==> src/rtl/assert_macros.svh <==
// assertion helpers for the rtl converter module
// all checks are clocked on i_clk and held off while i_rst_n is low
`ifndef ASSERT_MACROS_SVH
`define ASSERT_MACROS_SVH

// same-cycle implication
`define PFR_ASSERT_IMPL(label, ante, cons, msg) \
    label: assert property (@(posedge i_clk) disable iff (!i_rst_n) (ante) |-> (cons)) \
        else $error(msg);

// next-cycle implication
`define PFR_ASSERT_NEXT(label, ante, cons, msg) \
    label: assert property (@(posedge i_clk) disable iff (!i_rst_n) (ante) |=> (cons)) \
        else $error(msg);

`endif

==> src/rtl/pfr_pkg.sv <==
// ---------------------------------------------------------------------------
// pfr_pkg
// types, register codes and the 5-bit to 8-bit colour scaling table
// ---------------------------------------------------------------------------
`default_nettype none

package pfr_pkg;

    localparam int unsigned C_DIM_W   = 16;
    localparam int unsigned C_COUNT_W = 2 * C_DIM_W;
    localparam int unsigned C_IDX_W   = 2;

    // register indexes on the configuration channel
    localparam logic [C_IDX_W-1:0] C_REG_PIXEL_FORMAT = 2'd0;
    localparam logic [C_IDX_W-1:0] C_REG_FRAME_WIDTH  = 2'd1;
    localparam logic [C_IDX_W-1:0] C_REG_FRAME_HEIGHT = 2'd2;

    typedef enum logic [1:0] {
        FMT_GREY8    = 2'd0,
        FMT_RGB555   = 2'd1,
        FMT_RGB888   = 2'd2,
        FMT_BGRA8888 = 2'd3
    } t_format;

    typedef struct packed {
        logic [7:0] data_byte;
        logic       last_byte;
    } t_in_item;

    typedef struct packed {
        logic [7:0] red;
        logic [7:0] green;
        logic [7:0] blue;
        logic [7:0] alpha;
        logic       end_of_frame;
        logic       status;
    } t_out_item;

    typedef struct packed {
        logic [C_IDX_W-1:0] index;
        logic [C_DIM_W-1:0] value;
    } t_cfg_write;

    // floor(v * 255 / 31), entry 31 first
    localparam logic [31:0][7:0] C_SCALE5 = {
        8'd255, 8'd246, 8'd238, 8'd230, 8'd222, 8'd213, 8'd205, 8'd197,
        8'd189, 8'd180, 8'd172, 8'd164, 8'd156, 8'd148, 8'd139, 8'd131,
        8'd123, 8'd115, 8'd106, 8'd98,  8'd90,  8'd82,  8'd74,  8'd65,
        8'd57,  8'd49,  8'd41,  8'd32,  8'd24,  8'd16,  8'd8,   8'd0
    };

    function automatic logic [7:0] scale5(input logic [4:0] v);
        return C_SCALE5[v];
    endfunction

endpackage

`default_nettype wire

==> src/rtl/pfr_stream_if.sv <==
// ---------------------------------------------------------------------------
// pfr_stream_if
// valid/ready channel carrying one item of type T per handshake
// ---------------------------------------------------------------------------
`default_nettype none

interface pfr_stream_if #(
    parameter type T = logic
);
    logic valid;
    logic ready;
    T     data;

    modport source (output valid, output data, input ready);
    modport sink   (input valid, input data, output ready);
endinterface

`default_nettype wire

==> src/rtl/pixel_format_to_rgba.sv <==
// a result is registered and valid in the cycle after the byte that completes it is accepted
// throughput: one byte per clock, results drain from a single output register
// the input stalls only while that register is full and not being taken, while a
// configuration write is offered, and in the cycle after it while the total re-registers
// reset (synchronous, active low) sets grey8, a 1x1 frame and an empty output
// ---------------------------------------------------------------------------
// pixel_format_to_rgba
// converts a packed byte stream (grey8, rgb555, rgb888, bgra8888) to rgba
// pixels, counts pixels per frame and flags a source that ends early
// ---------------------------------------------------------------------------
`default_nettype none
`include "assert_macros.svh"

module pixel_format_to_rgba (
    input  wire logic   i_clk,
    input  wire logic   i_rst_n,
    pfr_stream_if.sink  i_cfg,
    pfr_stream_if.sink  i_in,
    pfr_stream_if.source o_out
);
    import pfr_pkg::*;

    // configuration
    t_format              r_format;
    logic [C_DIM_W-1:0]   r_width;
    logic [C_DIM_W-1:0]   r_height;
    logic [C_COUNT_W-1:0] r_total;
    logic                 r_total_zero;
    logic                 r_cfg_settle;

    // frame state
    logic [2:0][7:0]      r_hold;
    logic [1:0]           r_pos;
    logic [C_COUNT_W-1:0] r_count;
    logic                 r_frame_done;

    // output register
    logic                 r_out_valid;
    t_out_item            r_out;

    logic                 cfg_acc;
    logic                 in_acc;
    logic                 active;
    logic                 px_done;
    logic [C_COUNT_W-1:0] n_count;
    logic                 n_frame_end;
    t_out_item            n_out;
    logic                 n_emit;
    logic [15:0]          rgb555;
    logic [7:0]           data;
    logic                 last;

    assign i_cfg.ready = 1'b1;
    assign cfg_acc     = i_cfg.valid & i_cfg.ready;

    // a configuration write takes priority over a waiting byte
    assign i_in.ready  = !r_cfg_settle && !i_cfg.valid && (!r_out_valid || o_out.ready);
    assign in_acc      = i_in.valid & i_in.ready;

    assign o_out.valid = r_out_valid;
    assign o_out.data  = r_out;

    assign data   = i_in.data.data_byte;
    assign last   = i_in.data.last_byte;
    assign active = !r_frame_done && !r_total_zero;
    // the byte completes a pixel once the bytes held reach the format's count
    assign px_done = (r_pos >= r_format);
    assign n_count = r_count + C_COUNT_W'(1);
    assign n_frame_end = (n_count == r_total);
    assign rgb555 = {data, r_hold[0]};

    always_comb begin
        n_out = '0;
        n_out.alpha = 8'd255;
        case (r_format)
            FMT_GREY8: begin
                n_out.red   = data;
                n_out.green = data;
                n_out.blue  = data;
            end
            FMT_RGB555: begin
                n_out.red   = scale5(rgb555[14:10]);
                n_out.green = scale5(rgb555[9:5]);
                n_out.blue  = scale5(rgb555[4:0]);
            end
            FMT_RGB888: begin
                n_out.red   = r_hold[0];
                n_out.green = r_hold[1];
                n_out.blue  = data;
            end
            FMT_BGRA8888: begin
                n_out.blue  = r_hold[0];
                n_out.green = r_hold[1];
                n_out.red   = r_hold[2];
                n_out.alpha = data;
            end
            default: begin
                n_out.red   = data;
            end
        endcase
        if (px_done) begin
            n_out.end_of_frame = n_frame_end || last;
            n_out.status       = !n_frame_end && last;
        end else begin
            // short input on a partial pixel
            n_out = '0;
            n_out.end_of_frame = 1'b1;
            n_out.status       = 1'b1;
        end
        n_emit = active && (px_done || last);
    end

    always_ff @(posedge i_clk) begin
        if (!i_rst_n) begin
            r_format     <= FMT_GREY8;
            r_width      <= C_DIM_W'(1);
            r_height     <= C_DIM_W'(1);
            r_total      <= C_COUNT_W'(1);
            r_total_zero <= 1'b0;
            r_cfg_settle <= 1'b0;
            r_pos        <= '0;
            r_count      <= '0;
            r_frame_done <= 1'b0;
            r_out_valid  <= 1'b0;
        end else begin
            r_total      <= C_COUNT_W'(r_width) * C_COUNT_W'(r_height);
            r_total_zero <= (r_width == '0) || (r_height == '0);
            r_cfg_settle <= cfg_acc;

            if (o_out.ready) begin
                r_out_valid <= 1'b0;
            end

            if (cfg_acc) begin
                case (i_cfg.data.index)
                    C_REG_PIXEL_FORMAT: begin
                        r_format <= t_format'(i_cfg.data.value[1:0]);
                    end
                    C_REG_FRAME_WIDTH: begin
                        r_width <= i_cfg.data.value;
                    end
                    C_REG_FRAME_HEIGHT: begin
                        r_height <= i_cfg.data.value;
                    end
                    default: begin
                    end
                endcase
                if (i_cfg.data.index <= C_REG_FRAME_HEIGHT) begin
                    r_pos        <= '0;
                    r_count      <= '0;
                    r_frame_done <= 1'b0;
                end
            end else if (in_acc) begin
                if (n_emit) begin
                    r_out_valid <= 1'b1;
                    r_out       <= n_out;
                end
                if (active) begin
                    if (px_done) begin
                        r_pos   <= '0;
                        r_count <= n_count;
                        if (n_frame_end) begin
                            r_frame_done <= 1'b1;
                        end
                    end else begin
                        r_pos <= r_pos + 2'd1;
                        case (r_pos)
                            2'd0: r_hold[0] <= data;
                            2'd1: r_hold[1] <= data;
                            2'd2: r_hold[2] <= data;
                            default: begin
                            end
                        endcase
                    end
                end
                // end of buffer starts a new frame
                if (last) begin
                    r_pos        <= '0;
                    r_count      <= '0;
                    r_frame_done <= 1'b0;
                end
            end
        end
    end

    `PFR_ASSERT_NEXT(a_cfg_settles, cfg_acc, !in_acc, "byte taken while total re-registers")
    `PFR_ASSERT_IMPL(a_status_eof, r_out_valid && r_out.status, r_out.end_of_frame,
                     "short-input status without end of frame")
    `PFR_ASSERT_IMPL(a_pos_in_range, 1'b1, r_pos <= r_format, "byte position beyond pixel size")
    `PFR_ASSERT_NEXT(a_last_restarts, in_acc && last, r_pos == '0 && r_count == '0,
                     "end of buffer did not restart the frame")

endmodule

`default_nettype wire

==> src/flat_wrapper.sv <==
// flat-port wrapper written by rule: the top's interface ports become plain ports
module pixel_format_to_rgba_flat import pfr_pkg::*;
  (i_clk, i_rst_n, i_cfg_valid, i_cfg_data, i_cfg_ready, i_in_valid, i_in_data, i_in_ready, o_out_valid, o_out_data, o_out_ready);
  pfr_stream_if #(.T(t_cfg_write)) i_cfg_i ();
  pfr_stream_if #(.T(t_in_item)) i_in_i ();
  pfr_stream_if #(.T(t_out_item)) o_out_i ();
  input  wire logic i_clk;
  input  wire logic i_rst_n;
  input wire logic [$bits(i_cfg_i.valid)-1:0] i_cfg_valid;
  input wire logic [$bits(i_cfg_i.data)-1:0] i_cfg_data;
  output wire logic [$bits(i_cfg_i.ready)-1:0] i_cfg_ready;
  input wire logic [$bits(i_in_i.valid)-1:0] i_in_valid;
  input wire logic [$bits(i_in_i.data)-1:0] i_in_data;
  output wire logic [$bits(i_in_i.ready)-1:0] i_in_ready;
  output wire logic [$bits(o_out_i.valid)-1:0] o_out_valid;
  output wire logic [$bits(o_out_i.data)-1:0] o_out_data;
  input wire logic [$bits(o_out_i.ready)-1:0] o_out_ready;
  assign i_cfg_i.valid = i_cfg_valid;
  assign i_cfg_i.data = i_cfg_data;
  assign i_cfg_ready = i_cfg_i.ready;
  assign i_in_i.valid = i_in_valid;
  assign i_in_i.data = i_in_data;
  assign i_in_ready = i_in_i.ready;
  assign o_out_valid = o_out_i.valid;
  assign o_out_data = o_out_i.data;
  assign o_out_i.ready = o_out_ready;
  pixel_format_to_rgba u_core (.i_clk(i_clk), .i_rst_n(i_rst_n), .i_cfg(i_cfg_i), .i_in(i_in_i), .o_out(o_out_i));
endmodule
==> config.mk <==
export PLATFORM = sky130hd
export DESIGN_NAME = pixel_format_to_rgba_flat
export DESIGN_NICKNAME = d
export VERILOG_FILES = /design/src/rtl/pfr_pkg.sv /design/src/rtl/pfr_stream_if.sv /design/src/rtl/pixel_format_to_rgba.sv /design/src/flat_wrapper.sv
export VERILOG_INCLUDE_DIRS = /design/src /design/src/rtl
export SDC_FILE = /design/constraint.sdc
export NUM_CORES = 1
export LEC_CHECK = 0
export BUFFER_PORTS_ARGS = -buffer_cell sky130_fd_sc_hd__buf_2
export CORE_MARGIN = 2
export CORE_UTILIZATION = 45
export DETAILED_ROUTE_END_ITERATION = 16
export PLACE_DENSITY = 0.6
export SLEW_MARGIN = 20
export SYNTH_ARGS = -nofsm -noshare
export SYNTH_HDL_FRONTEND = slang
export SYNTH_SLANG_ARGS = --single-unit
==> constraint.sdc <==
create_clock -name i_clk -period 11.6 [get_ports i_clk]
set_input_delay 0 -clock i_clk [delete_from_list [all_inputs] [get_ports i_clk]]
set_output_delay 0 -clock i_clk [all_outputs]
set_load 0.05 [all_outputs]
==> run summary, run 1 <==
The number of antenna violations at the first check in global routing was 1. The area share of the leading cell type in the synthesized netlist came out at 23.38%. The floorplan die height came out at 196.2 um. The initial core utilization is 45.49%. The static leakage power came out at 8.236 nW. In the final routed layout, each cell accounts on average for 17.46 um. The first detailed-routing pass took 5 iterations. The count of placed standard cells in the final layout, fillers left out came out at 2399. At the end of routability-driven placement, the weighted congestion stood at 0.8712. The arrival time of the worst setup path came out at 7.24 ns. The worst hold path begins at i_rst_n. The path length in cells of the critical path came out at 19.

The kind of cell with the highest combined delay along the critical path is adder cells. The via count of the first global-routing pass is 13022. The critical path is of the reg -> reg type. The run finished with clean final reports. Across all setup checks in the final design, the least slack found is 4.746 ns. The overall fraction of global-route tracks in use is 22.54%. The overall via count from detail_route came out at 13014. The final hold violation count was 0. During I/O placement, the number of pins put on the boundary was 69. Ranked by instance count, the synthesized netlist is headed by sky130_fd_sc_hd__nand2_1 (273), sky130_fd_sc_hd__inv_1 (255), sky130_fd_sc_hd__fa_1 (194). The number of nets in the layout is 2254.

The placed cell count is 2338. The aggregate negative setup slack came out at 0 ns. The worst register-to-register path begins at u_core.r_width[9]$_SDFFE_PN0P_. The endpoint class of the critical path is a register. Counting flops with an async set or reset pin after synthesis yields a share of 0%. Clock tree synthesis selected as its root buffer the cell sky130_fd_sc_hd__clkbuf_16. The synthesized netlist net count is 2232. The final standard cell area without fillers is 18130 um^2. Of the cells placed in the final design, the portion with a size suffix greater than 1 is 7.405%.

The buffering stage count on the worst path with inverters included is 3. The synthesized design spends more area on one cell type than any other, namely sky130_fd_sc_hd__fa_1. The number of clock sinks is 170. The shortest period the worst path allows came out at 6.854 ns.

The count of flip-flops with a built-in enable after synthesis came out at 58. The critical path required time is 11.98 ns. Setup violations remaining at the end of the flow were counted as 0. The synthesized instance count is 1896.

The share of synthesized area occupied by flip-flops and latches came out at 23.98%. The measured slew at the worst slew-check pin is 1.093 ns. Clock skew on the completed layout was measured at 0.01562 ns. The count of unique library cells instantiated by Yosys is 79.

Among all flip-flop cells after synthesis, the most frequent one is sky130_fd_sc_hd__dfxtp_1. Averaged over all synthesized cells, the footprint is 8.763 um^2. The final global-route overflow total came out at 0.

Post-CTS timing repair inserted 0 buffers for setup. The summed instance area of the synthesized netlist came out at 16610 um^2. The average via count per standard cell is 5.425.

The maximum VDD drop is 0.00009156 V. The post-placement cell area is 17230 um^2. The delay of the slowest cell on the worst path came out at 0.86 ns.

The largest net degree at the start of global routing came out at 48. The die covers 38470 um^2. The utilization after layout is 49.64%. The HPWL after detailed placement is 30.75 mm. The most instantiated library cell after synthesis is sky130_fd_sc_hd__nand2_1.

The final-report max-slew violation count came out at 0. The logic depth of the worst register-to-register path came out at 19. Along the worst path, the maximum fanout reaches 18.

The power density normalized to cell area is 79.61 nW/um^2. The first global-routing pass estimated 68.13 mm of wire. In this design, the critical path's most frequently occurring cell is sky130_fd_sc_hd__fa_1. For the worst-skew pair, the clock arrives at the later sink with an insertion delay of 0.45 ns.

The floorplan core area is 36520 um^2. The clock transition at the registers of the reported paths came out at 0.08 ns. The routed design has 41.89 mm of wire.

Timing would allow up to 145.9 MHz. Ranked by total cell area, the synthesized netlist is headed by sky130_fd_sc_hd__fa_1 (23%), sky130_fd_sc_hd__dfxtp_1 (13%), sky130_fd_sc_hd__edfxtp_1 (10%), sky130_fd_sc_hd__ha_1 (8.3%), sky130_fd_sc_hd__nand2_1 (6.2%). The worst slew slack as a fraction of its limit came out at 27.00%. The number of flip-flops and latches in the synthesized netlist is 170. For this design, the slowest cell found on the critical path is sky130_fd_sc_hd__dfxtp_1. The setup slack after placement came out at 4.835 ns. The number of clock buffers added by TritonCTS is 17. In this run the number of H-tree levels came out at 4. The overall die width came out at 196.2 um. After detailed routing, the number of remaining DRC violations is 0.

TritonCTS built the clock tree. The worst setup path is launched from a register. The number of antenna diodes in the final layout is 0.

Tracing the worst setup path back leads to its startpoint at u_core.r_width[9]$_SDFFE_PN0P_. The ratio of final minimum period to clock period came out at 59.09%. For this run, the number of Yosys warnings is 0. The layout overhead on the synthesized area is 9.112%. The detailed router's first-iteration violation count came out at 628.

Traced cell by cell, the critical path runs through nand2_1 -> fa_1 -> fa_1 -> fa_1 -> fa_1 -> inv_1 -> fa_1 -> inv_1 -> fa_1 -> inv_1 -> ha_1 -> a21oi_1 -> nor4bb_1 -> a2111oi_0 -> a21oi_1 -> nor2_1 -> o21ai_0 -> a21boi_0 -> mux2i_1. The maximum clock path buffer count came out at 2. Setup repair after global routing left no endpoint under its margin.

The path class of the lowest-slack min-delay path is in -> reg. Across the run, the number of max-cap violations was 0. The count of port buffers added during placement is 67. The antenna violation net count after detailed routing is 0. Along the worst hold path, the cell count comes to 3. The row count came out at 70.
-- power breakdown --
| part | total [mW] | switching [mW] | internal (mW) |
|---|---|---|---|
| Combinational | 0.189 | 0.120 | 0.0689 |
| Clock | 0.597 | 0.288 | 0.309 |
| Sequential | 0.658 | 0.0261 | 0.632 |
-- state kept, by name, summed over array words and instances, names as in the netlist, 2 cells and up, named ones only --
register / cells
u_core.o_out.data: 34
u_core.r_format: 2
u_core.r_total: 32
u_core.r_width: 16
u_core.r_pos: 2
u_core.r_hold: 24
u_core.r_height: 16
u_core.r_count: 32
-- worst register-to-register path: stages, from the launching register on --
cell and delay [ns]:
sky130_fd_sc_hd__dfxtp_1 0.86, sky130_fd_sc_hd__nand2_1 0.19, sky130_fd_sc_hd__fa_1 0.54, sky130_fd_sc_hd__fa_1 0.57, sky130_fd_sc_hd__fa_1 0.45, sky130_fd_sc_hd__fa_1 0.54
sky130_fd_sc_hd__inv_1 0.05, sky130_fd_sc_hd__fa_1 0.47, sky130_fd_sc_hd__inv_1 0.05, sky130_fd_sc_hd__fa_1 0.53, sky130_fd_sc_hd__inv_1 0.06, sky130_fd_sc_hd__ha_1 0.35
sky130_fd_sc_hd__a21oi_1 0.32, sky130_fd_sc_hd__nor4bb_1 0.12, sky130_fd_sc_hd__a2111oi_0 0.47, sky130_fd_sc_hd__a21oi_1 0.21, sky130_fd_sc_hd__nor2_1 0.23, sky130_fd_sc_hd__o21ai_0 0.26
sky130_fd_sc_hd__a21boi_0 0.33, sky130_fd_sc_hd__mux2i_1 0.21
-- repair_timing --
item | 4_1_cts | 5_1_grt
endpoints found under the setup margin | 0 | 0
hold buffers | 29 | 0
hold endpoints to repair | 63 | 0
gates resized for setup | 0 | 0
-- through the flow --
step / hold slack [ns] / power, mW
after CTS: 0.03418 / 1.456
after global placement: 0.2515 / 0.8484
after floorplan: 0.09887 / 0.7894
final: 0.04967 / 1.443
after global routing: 0.06685 / 1.498
after detailed placement: 0.2572 / 0.8518
-- layer usage --
metal	wire, um	vias to the layer above	global-route usage (%)
li1	-	6196	-
met1	18350	6455	29.08
met2	20680	298	38.87
met3	1725	65	3.129
met4	1124	0	7.912
met5	0	-	0
-- final cells by class --
type,instances,area [um^2]
timing repair buffer,108,715.7
multi-input combinational,1366,11280
clock buffer,17,425.4
fill,3449,18390
inverter,255,957.2
tap,468,585.6
sequential,170,3984
clock inverter,15,178.9
-- layout by cell type, fill, tap and decap left out, types with 6 or more instances in the layout --
cell type	synthesis	layout
sky130_fd_sc_hd__inv_1	255	254
sky130_fd_sc_hd__a21oi_1	111	109
sky130_fd_sc_hd__nand2_1	273	273
sky130_fd_sc_hd__xor2_1	26	26
sky130_fd_sc_hd__nand3_1	31	31
sky130_fd_sc_hd__mux2i_1	17	17
sky130_fd_sc_hd__nor2_1	115	114
sky130_fd_sc_hd__or2_2	6	6
sky130_fd_sc_hd__buf_4	1	12
sky130_fd_sc_hd__clkbuf_16	0	17
sky130_fd_sc_hd__and4_1	6	6
sky130_fd_sc_hd__nand4_1	21	21
sky130_fd_sc_hd__a211oi_1	19	19
sky130_fd_sc_hd__o21a_1	7	7
sky130_fd_sc_hd__a31oi_1	10	10
sky130_fd_sc_hd__fa_1	194	194
sky130_fd_sc_hd__or3_1	10	10
sky130_fd_sc_hd__nor3b_1	8	8
sky130_fd_sc_hd__nand2b_1	9	9
sky130_fd_sc_hd__o211ai_1	6	6
sky130_fd_sc_hd__and3_1	16	16
sky130_fd_sc_hd__nor4_1	18	18
sky130_fd_sc_hd__a21boi_0	7	7
sky130_fd_sc_hd__buf_2	2	67
sky130_fd_sc_hd__edfxtp_1	58	58
sky130_fd_sc_hd__and2_1	141	141
sky130_fd_sc_hd__o21ai_0	43	43
sky130_fd_sc_hd__dlygate4sd3_1	0	29
sky130_fd_sc_hd__nor3_1	31	31
sky130_fd_sc_hd__ha_1	110	110
sky130_fd_sc_hd__dfxtp_1	112	112
sky130_fd_sc_hd__a21o_1	19	19
sky130_fd_sc_hd__xnor2_1	38	38
-- path summary, 6_finish.rpt --
path / endpoint / slack (ns)
max: u_core.r_total[26]$_SDFF_PN0_ / 4.75
min: u_core.r_height[0]$_SDFFE_PN1P_ / 0.05
max reg2reg: u_core.r_total[26]$_SDFF_PN0_ / 4.75
min reg2reg: u_core.r_frame_done$_SDFFE_PN0P_ / 0.49
-- logic make-up after synthesis --
logic type | Yosys count | share of synthesized area (%)
and+or+nand+nor | 712 | 21.18
buffers and inverters | 360 | 8.224
adders and majority gates | 305 | 31.72
AOI/OAI and AO/OA | 258 | 9.519
DFF | 170 | 23.98
xor gates and xnor gates | 64 | 3.374
muxes | 26 | 1.988
other | 1 | 0.02257
No activity file was read; power rests on OpenSTA's default activity.
==> inputs of run 2 (changes only) <==
--- a/config.mk
+++ b/config.mk
@@ -6,11 +6,12 @@
 export SDC_FILE = /design/constraint.sdc
 export NUM_CORES = 1
 export LEC_CHECK = 0
+export ABC_AREA = 1
 export BUFFER_PORTS_ARGS = -buffer_cell sky130_fd_sc_hd__buf_2
 export CORE_MARGIN = 2
 export CORE_UTILIZATION = 45
 export DETAILED_ROUTE_END_ITERATION = 16
-export PLACE_DENSITY = 0.6
+export PLACE_DENSITY = 0.63
 export SLEW_MARGIN = 20
 export SYNTH_ARGS = -nofsm -noshare
 export SYNTH_HDL_FRONTEND = slang
==> constraint.sdc (replaced) <==
create_clock -name i_clk -period 5.8 [get_ports i_clk]
set_input_delay 0 -clock i_clk [delete_from_list [all_inputs] [get_ports i_clk]]
set_output_delay 0 -clock i_clk [all_outputs]
set_load 0.05 [all_outputs]
==> run 2 against run 1 <==
  * Total power grew 120%
  * Worst setup slack lost 4.5 ns
  * Sequential cell count is the same
  * Clock skew shrank 0.0014 ns
  * Wire length grew 9.6%
  * Cell count grew 22%
  * Synthesized cell count grew 23%
  * Core utilization grew 1.2 points
  * Combinational power grew to 3.4 times the previous value
  * Via count grew 15%
  * Synthesized area grew 3.3%
  * Critical path type unchanged
==> run summary, run 2 <==
Timing would allow up to 181.3 MHz. Ranked by flip-flop count, first place goes to u_core.o_out.data. The number of iterations in the first detailed-routing pass came out at 5.

Between clock sinks in the finished design, the worst skew comes to 0.01426 ns. IR analysis of the VDD net gives a maximum drop of 0.0002116 V. Along the worst path, the maximum fanout reaches 10. The number of warnings printed during yosys synthesis is 0. The overall die width is 199.3 um.

The shortest period the worst path allows came out at 5.516 ns. Measured along the y axis, the die boundary spans 199.3 um. The critical path goes through nand2_1 -> fa_1 -> fa_1 -> fa_1 -> inv_1 -> fa_1 -> fa_1 -> inv_1 -> fa_1 -> inv_1 -> ha_1 -> inv_1 -> o21ai_0 -> a31oi_1 -> o21ai_1 -> nand2_1 -> nand3_1 -> a21o_1 -> nand2_1 -> a21oi_1 -> nor2_1. The final wirelength came out at 45.90 mm. The average cell area after synthesis is 7.338 um^2. The synthesized netlist net count is 2674. From synthesis to final layout, the design area changed by 11.25%. The tree is rooted in a sky130_fd_sc_hd__clkbuf_16. The final standard cell area without fillers is 19080 um^2. The run finished with clean final reports. The detailed router's first-iteration violation count is 1149. In this design, the critical path's most frequently occurring cell is sky130_fd_sc_hd__fa_1. The critical path is of the reg -> reg type. The path class of the tightest hold or removal check is in -> reg. In the routed layout, each cell is associated on average with a via count of 5.109. Setup repair after global routing left no endpoint under its margin. Synthesis instantiated 51 different standard cells from the library.

The total inserted antenna cells is 0. The summed instance area of the synthesized netlist came out at 17160 um^2. The analysis attributes to cell leakage a power of 9.962 nW.

The worst slew slack as a fraction of its limit came out at 27.09%. On the critical path, the stage with the largest delay is an instance of sky130_fd_sc_hd__fa_1. The total of fill cells in the finished design came out at 3653. Summing all placed instances gives a cell area of 18150 um^2.

TritonCTS built the clock tree. The finished layout holds 2932 standard cells, fillers aside. The number of maximum-capacitance violations is 0.

The antenna violation net count after detailed routing came out at 0. STA classifies the critical path startpoint as a register. The number of I/O pins is 69. The arrival time of the worst setup path came out at 5.87 ns. The floorplan core area came out at 37580 um^2. Summed over all layers, the global routing overflow is 0.

OpenSTA, run right after detailed placement, puts the worst setup slack at -0.01435 ns. The library cell used most frequently in the layout, excluding fill and tap cells, is sky130_fd_sc_hd__nand2_1. The global-route wire length before repair is 75.40 mm. Ranked by total cell area, the synthesized netlist is headed by sky130_fd_sc_hd__fa_1 (23%), sky130_fd_sc_hd__nand2_1 (13%), sky130_fd_sc_hd__dfxtp_1 (13%), sky130_fd_sc_hd__inv_1 (11%), sky130_fd_sc_hd__edfxtp_1 (10%).

The delay of the slowest cell on the worst path came out at 0.53 ns. The clock net in this run drives a total of 170 sinks. The most instantiated library cell after synthesis is sky130_fd_sc_hd__nand2_1.

The number of CTS-inserted buffers came out at 17. The setup fix buffers added after clock tree synthesis came out at 0. After layout, the worst path uses 95.10% of the clock period.

By count the netlist is led by sky130_fd_sc_hd__nand2_1 (603), sky130_fd_sc_hd__inv_1 (521), sky130_fd_sc_hd__nor2_1 (207). The critical path required time came out at 6.15 ns. For this run, asynchronously set or reset flops after synthesis account for 0%. Once routing completed, OpenROAD measured the worst setup slack at 0.2843 ns. The row count came out at 71.

The placer congestion estimate came out at 0.9006. The count of flip-flops with a built-in enable after synthesis is 58. The final hold violation count came to 0. The area share of the leading cell type in the synthesized netlist is 22.64%. The area taken by multi-input logic gates is 10850 um^2. The number of remaining DRC errors came out at 0. The floorplan step defined a die boundary enclosing 39700 um^2. The average wire length per cell after detail routing is 15.65 um.

The largest registers in the layout are u_core.o_out.data x34, u_core.r_count x32, u_core.r_total x32. The number of antenna violations at the first check in global routing is 0. The initial core utilization is 45.65%.

The area taken by flip-flops and latches is 4031 um^2. Global routing consumed, over all layers together, 24.15% of the routing resources. Synthesis produced a netlist whose cell count is 2338. The most instantiated flip-flop cell in the synthesis netlist is sky130_fd_sc_hd__dfxtp_1. After synthesis, flip-flops and latches occupy 23.22% of the total area.

The worst setup path is captured at a register. The aggregate negative setup slack came out at 0 ns. The power density normalized to cell area came out at 166.4 nW/um^2. The placed cell count is 2872. The overall via count from detail_route is 14981.

The clock transition at the registers of the reported paths came out at 0.07 ns. Of the cells placed in the final design, the portion with a size suffix greater than 1 is 8.881%. Entering global routing, the biggest net connects 71 pins. The count of buffers added on input and output ports is 67. The H-tree depth is 4. The flip-flop count of the largest register after layout came out at 34. The number of flip-flops and latches in the synthesized netlist is 170. The maximum clock path buffer count came out at 2. The later pin in the worst-skew pair is clocked with a latency of 0.46 ns. sky130_fd_sc_hd__fa_1 takes more of the synthesized area than any other cell. The number of failing setup endpoints in the final timing report came out at 0.

The measured slew at the worst slew-check pin is 1.090 ns. The via count of the first global-routing pass came to 14906. The final-report max-slew violation count came out at 0. The HPWL after detailed placement came out at 36.04 mm. The number of nets in the layout came out at 2744. In the layout the commonest cells are sky130_fd_sc_hd__nand2_1 (603), sky130_fd_sc_hd__inv_1 (521), sky130_fd_sc_hd__nor2_1 (206).
-- run 2: per-stage QoR --
stage	hold slack (ns)	utilization (%)	total power, mW
after floorplan	0.09345	-	1.785
after global placement	0.2392	48.30	1.977
after detailed placement	0.2434	48.30	1.991
after CTS	0.05190	50.62	3.195
after global routing	0.1111	50.79	3.329
final	0.06080	50.79	3.176
-- run 2: where the power goes --
part | total (mW) | switching [mW] | leakage [nW] | internal [mW]
logic | 0.639 | 0.417 | 8.22 | 0.222
clock network | 1.19 | 0.593 | 0.293 | 0.599
registers | 1.35 | 0.0623 | 1.45 | 1.28
total | 3.18 | 1.07 | 9.96 | 2.10
-- run 2: what timing repair did --
item,4_1_cts,5_1_grt
hold buffers,28,0
setup endpoints to repair,1,17
resized for setup,1,37
endpoints found under the hold margin,66,0
pin swaps,0,1
gates cloned,0,0
-- run 2: logic make-up after synthesis --
family / share of synthesized area [%]
and+or+nand+nor: 23.40
DFF: 23.22
xor gates and xnor gates: 0.4449
adders and majority gates: 30.66
other: 0.02186
buffers and inverters: 13.70
AOI/OAI and AO/OA: 8.555
-- run 2: path summary, 6_finish.rpt --
| kind | cells past startpoint | slack, ns | start | end |
|---|---|---|---|---|
| setup / recovery | 21 | 0.28 | u_core.r_width[13]$_SDFFE_PN0P_ | u_core.r_total[29]$_SDFF_PN0_ |
| hold / removal | 6 | 0.06 | i_cfg_data[17] | u_core.r_format[0]$_SDFFE_PN0P_ |
| setup reg to reg | 21 | 0.28 | u_core.r_width[13]$_SDFFE_PN0P_ | u_core.r_total[29]$_SDFF_PN0_ |
| hold reg to reg | 2 | 0.46 | u_core.r_frame_done$_SDFFE_PN0P_ | u_core.r_frame_done$_SDFFE_PN0P_ |
-- run 2: area by class of cell --
class,count,share of cell area [%]
clock buffers,18,2.360
clock inverters,14,0.7277
inverters,526,10.35
multi-input cells,1547,56.85
flip-flops and latches,170,21.12
well taps,511,3.350
repair buffers,146,5.232
-- run 2: metal layers --
metal  vias to the layer above  wire length (um)  part of all wire, %  global-route usage, %
met3                        63              2559                  5.6                  3.359
met1                      7205             20760                   45                  32.62
li1                       7233                 -                    -                      -
met2                       480             21780                   47                  40.68
met4                         0               797                  1.7                  6.440
met5                         -                 0                    0                      0
-- run 2: critical path, delay by kind of cell (launching register included) --
kind                     cells  cell delay, ns
buffers and inverters        4            0.26
AO/OA/AOI/OAI                5            0.75
flip-flops                   1            0.49
AND/OR/NAND/NOR              5            0.51
adder cells (fa/ha/maj)      7            3.41
==> inputs of run 3 (changes only) <==
--- a/config.mk
+++ b/config.mk
@@ -8,6 +8,7 @@
 export LEC_CHECK = 0
 export ABC_AREA = 1
 export BUFFER_PORTS_ARGS = -buffer_cell sky130_fd_sc_hd__buf_2
+export CORE_ASPECT_RATIO = 2
 export CORE_MARGIN = 2
 export CORE_UTILIZATION = 45
 export DETAILED_ROUTE_END_ITERATION = 16
==> run 3 against run 2 <==
  * Die area grew 0.24%
  * Combinational power grew 8.1%
  * Largest cell class unchanged
  * Global-route usage rose by 1.8 points
  * Critical path type unchanged
  * Largest power group unchanged
  * Critical endpoint is now u_core.r_total[26]$_SDFF_PN0_
  * Maximum frequency shrank 2.1%
  * Worst hold slack lost 0.011 ns
  * Via count up 2.0%
  * Sequential cell count unchanged
  * Clock skew up 0.00053 ns
==> run summary, run 3 (synthesized netlist as in run 2, its figures left out) <==
The largest net degree at the start of global routing is 70. The number of antenna violations at the first check in global routing is 1. After clock tree synthesis, the clock-pin slew on the worst setup and hold paths is 0.07 ns.

The total of fill cells in the finished design is 3726. Of all nets on the critical path, the largest fanout is 11. Derived from the worst setup path, the maximum achievable clock frequency is 177.5 MHz. The die area is 39790 um^2. The most common cell after layout, fill and taps aside is sky130_fd_sc_hd__nand2_1.

The number of nets in the layout is 2791. The worst setup path is launched from a register. The overall via count from detail_route is 15288.

Buffers placed on the I/O ports in this run total 67. The shortest period the worst path allows came out at 5.633 ns. In this design, the stage delay of the slowest critical-path cell is 0.54 ns. Clock skew on the completed layout was measured at 0.01479 ns.

The endpoint class of the critical path is a register. The logic depth of the worst register-to-register path is 25. Tracing the worst setup path back leads to its startpoint at u_core.r_width[5]$_SDFFE_PN0P_. The antenna violation net count after detailed routing is 0. Routability-driven placement finished with a final weighted congestion of 0.9635. The arrival time of the worst setup path is 6.03 ns. The final-report max-slew violation count was 0.

The post-route netlist has 10.53% of its cells at a drive strength greater than 1. The largest registers in the layout are u_core.o_out.data x34, u_core.r_count x32, u_core.r_total x32. In this run the register-to-register setup slack is 0.17 ns. The H-tree was split into 4 levels. The number of iterations in the first detailed-routing pass is 5. The final hold violation count came out at 0. The floorplan core area is 37790 um^2.

The HPWL after detailed placement came out at 41.16 mm. After global routing the overflow that remains totals 0. The row count came out at 101. For this design, the sink count on the clock tree is 170.

The average wire length per cell after detail routing is 17.01 um. TritonCTS created 17 clock buffers. Total power for the finished layout comes to 3.149 mW.

The average via count per standard cell came out at 5.214. The global-route wire length before repair came out at 79.49 mm. The number of I/O pins came out at 69.

The number of maximum-capacitance violations came out at 0. The overall fraction of global-route tracks in use is 25.97%. The tightest min-delay check is of the in -> reg type. The run finished with clean final reports. The kind of cell with the highest combined delay along the critical path is adder cells. In the final timing run, aggregate negative setup slack is 0 ns. The buffering stage count on the worst path with inverters included came out at 7.

The register with the most flip-flops in the layout has 34 of them. The via count of the first global-routing pass came out at 15759. The number of failing setup endpoints in the final timing report is 0.

The endpoint identified for the worst register-to-register timing path is u_core.r_total[26]$_SDFF_PN0_. The critical path required time is 6.19 ns. The final layout contains routed wiring with a total length of 49.87 mm. Measured along the x axis, the die boundary spans 142.1 um.

In this run the critical register-to-register path is launched from u_core.r_width[5]$_SDFFE_PN0P_. The CTS tree is built. Once the floorplan was initialized, standard cells occupied 45.40% of the core. The clock root buffer master is sky130_fd_sc_hd__clkbuf_16. The worst slew slack as a fraction of its limit came out at 40.57%. The number of remaining DRC errors is 0. The power density normalized to cell area came out at 162.5 nW/um^2. The floorplan die height is 280.1 um. The detailed router's first-iteration violation count is 797. The largest register by flop count is u_core.o_out.data. For the pin with the worst max-slew slack, the measured transition is 0.8882 ns. The path length in cells of the critical path came out at 25. The static leakage power is 10.19 nW.

The setup path with the least slack is of type reg -> reg. The library cells used most frequently in the layout, excluding fill and tap cells, are sky130_fd_sc_hd__nand2_1 (602), sky130_fd_sc_hd__inv_1 (521), sky130_fd_sc_hd__nor2_1 (206). The maximum clock path buffer count came out at 2. Relative to the synthesized area, the layout overhead comes to 13.00%.

The maximum VDD drop came out at 0.0002192 V. Of the available clock period, the critical path in the final layout requires 97.12%. The insertion delay of the later-clocked pin in the worst-skew pair is 0.46 ns. The timing endpoint of the critical path is u_core.r_total[26]$_SDFF_PN0_. The slowest stage of the critical path belongs to the cell sky130_fd_sc_hd__fa_1.
-- run 3: how the worst min path moves through the flow --
stage / cells after the start / startpoint / end / slack, ns
2_1_floorplan: 2 / i_cfg_valid / u_core.r_cfg_settle$_SDFF_PN0_ / 0.09
3_3_place_gp: 3 / i_cfg_data[5] / u_core.r_height[5]$_SDFFE_PN0P_ / 0.24
3_5_place_dp: 3 / i_cfg_data[6] / u_core.r_width[6]$_SDFFE_PN0P_ / 0.25
4_1_cts: 5 / i_in_valid / u_core.o_out.valid$_SDFF_PN0_ / 0.03
5_1_grt: 3 / i_rst_n / u_core.r_count[9]$_SDFFE_PN0P_ / 0.10
6_report: 5 / i_in_valid / u_core.o_out.valid$_SDFF_PN0_ / 0.05
-- run 3: per-stage QoR --
step | instance area [um^2] | setup slack [ns] | hold slack (ns) | instances | utilization [%]
floorplan | 17160 | 0.2616 | 0.09345 | 2338 | -
global placement | 18480 | -0.001765 | 0.2428 | 2871 | 48.90
detailed placement | 18480 | -0.05163 | 0.2465 | 2871 | 48.90
CTS | 19330 | 0.01846 | 0.03298 | 2931 | 51.15
global route | 19380 | -0.003237 | 0.1005 | 2932 | 51.30
finish | 19380 | 0.1672 | 0.04947 | 2932 | 51.30
-- run 3: power by group --
| part | total (mW) | internal [mW] | switching (mW) |
|---|---|---|---|
| Sequential | 1.34 | 1.28 | 0.0597 |
| Combinational | 0.691 | 0.256 | 0.436 |
| Clock | 1.11 | 0.564 | 0.551 |
| Total | 3.15 | 2.10 | 1.05 |
-- run 3: layer usage --
metal  up-vias  wire length [um]  global-route usage [%]
li1       7320                 -                       -
met1      7284             16490                   24.17
met2       502             28160                   51.69
met3       182              1851                   2.936
met4         0              3364                   16.72
met5         -                 0                       0
-- run 3: what timing repair did --
action | in CTS | in global routing
buffers inserted | 0 | 0
hold endpoints to repair | 67 | 0
setup endpoints to repair | 7 | 18
pin swaps | 0 | 1
hold buffers | 28 | 0
resized for setup | 9 | 26
-- run 3: worst reg2reg max path, stage by stage, from the launching register on --
cell                       delay (ns)
sky130_fd_sc_hd__dfxtp_4         0.41
sky130_fd_sc_hd__buf_4           0.17
sky130_fd_sc_hd__nand2_1         0.05
sky130_fd_sc_hd__inv_1           0.05
sky130_fd_sc_hd__fa_1            0.54
sky130_fd_sc_hd__inv_1           0.06
sky130_fd_sc_hd__fa_1            0.54
sky130_fd_sc_hd__inv_1           0.06
sky130_fd_sc_hd__fa_1            0.50
sky130_fd_sc_hd__fa_1            0.46
sky130_fd_sc_hd__fa_1            0.50
sky130_fd_sc_hd__inv_1           0.05
sky130_fd_sc_hd__fa_1            0.47
sky130_fd_sc_hd__inv_1           0.04
sky130_fd_sc_hd__ha_1            0.31
sky130_fd_sc_hd__inv_1           0.11
sky130_fd_sc_hd__o21bai_2        0.09
sky130_fd_sc_hd__a31oi_2         0.22
sky130_fd_sc_hd__o21ai_0         0.15
sky130_fd_sc_hd__a21oi_1         0.23
sky130_fd_sc_hd__o21bai_1        0.16
sky130_fd_sc_hd__nand2_1         0.10
sky130_fd_sc_hd__nand2_1         0.08
sky130_fd_sc_hd__nand2_1         0.07
sky130_fd_sc_hd__nand2_1         0.05
sky130_fd_sc_hd__nor2_1          0.10
-- run 3: cell type report --
type / instances / area (um^2) / area share, %
Tap cell: 463 / 579.3 / 2.988
Multi-Input combinational cell: 1547 / 10850 / 55.97
Clock buffer: 18 / 429.2 / 2.214
Inverter: 526 / 1976 / 10.19
Clock inverter: 14 / 131.4 / 0.6777
Antenna cell: 1 / 2.502 / 0.01291
Timing Repair Buffer: 193 / 1389 / 7.165
Sequential cell: 170 / 4028 / 20.78
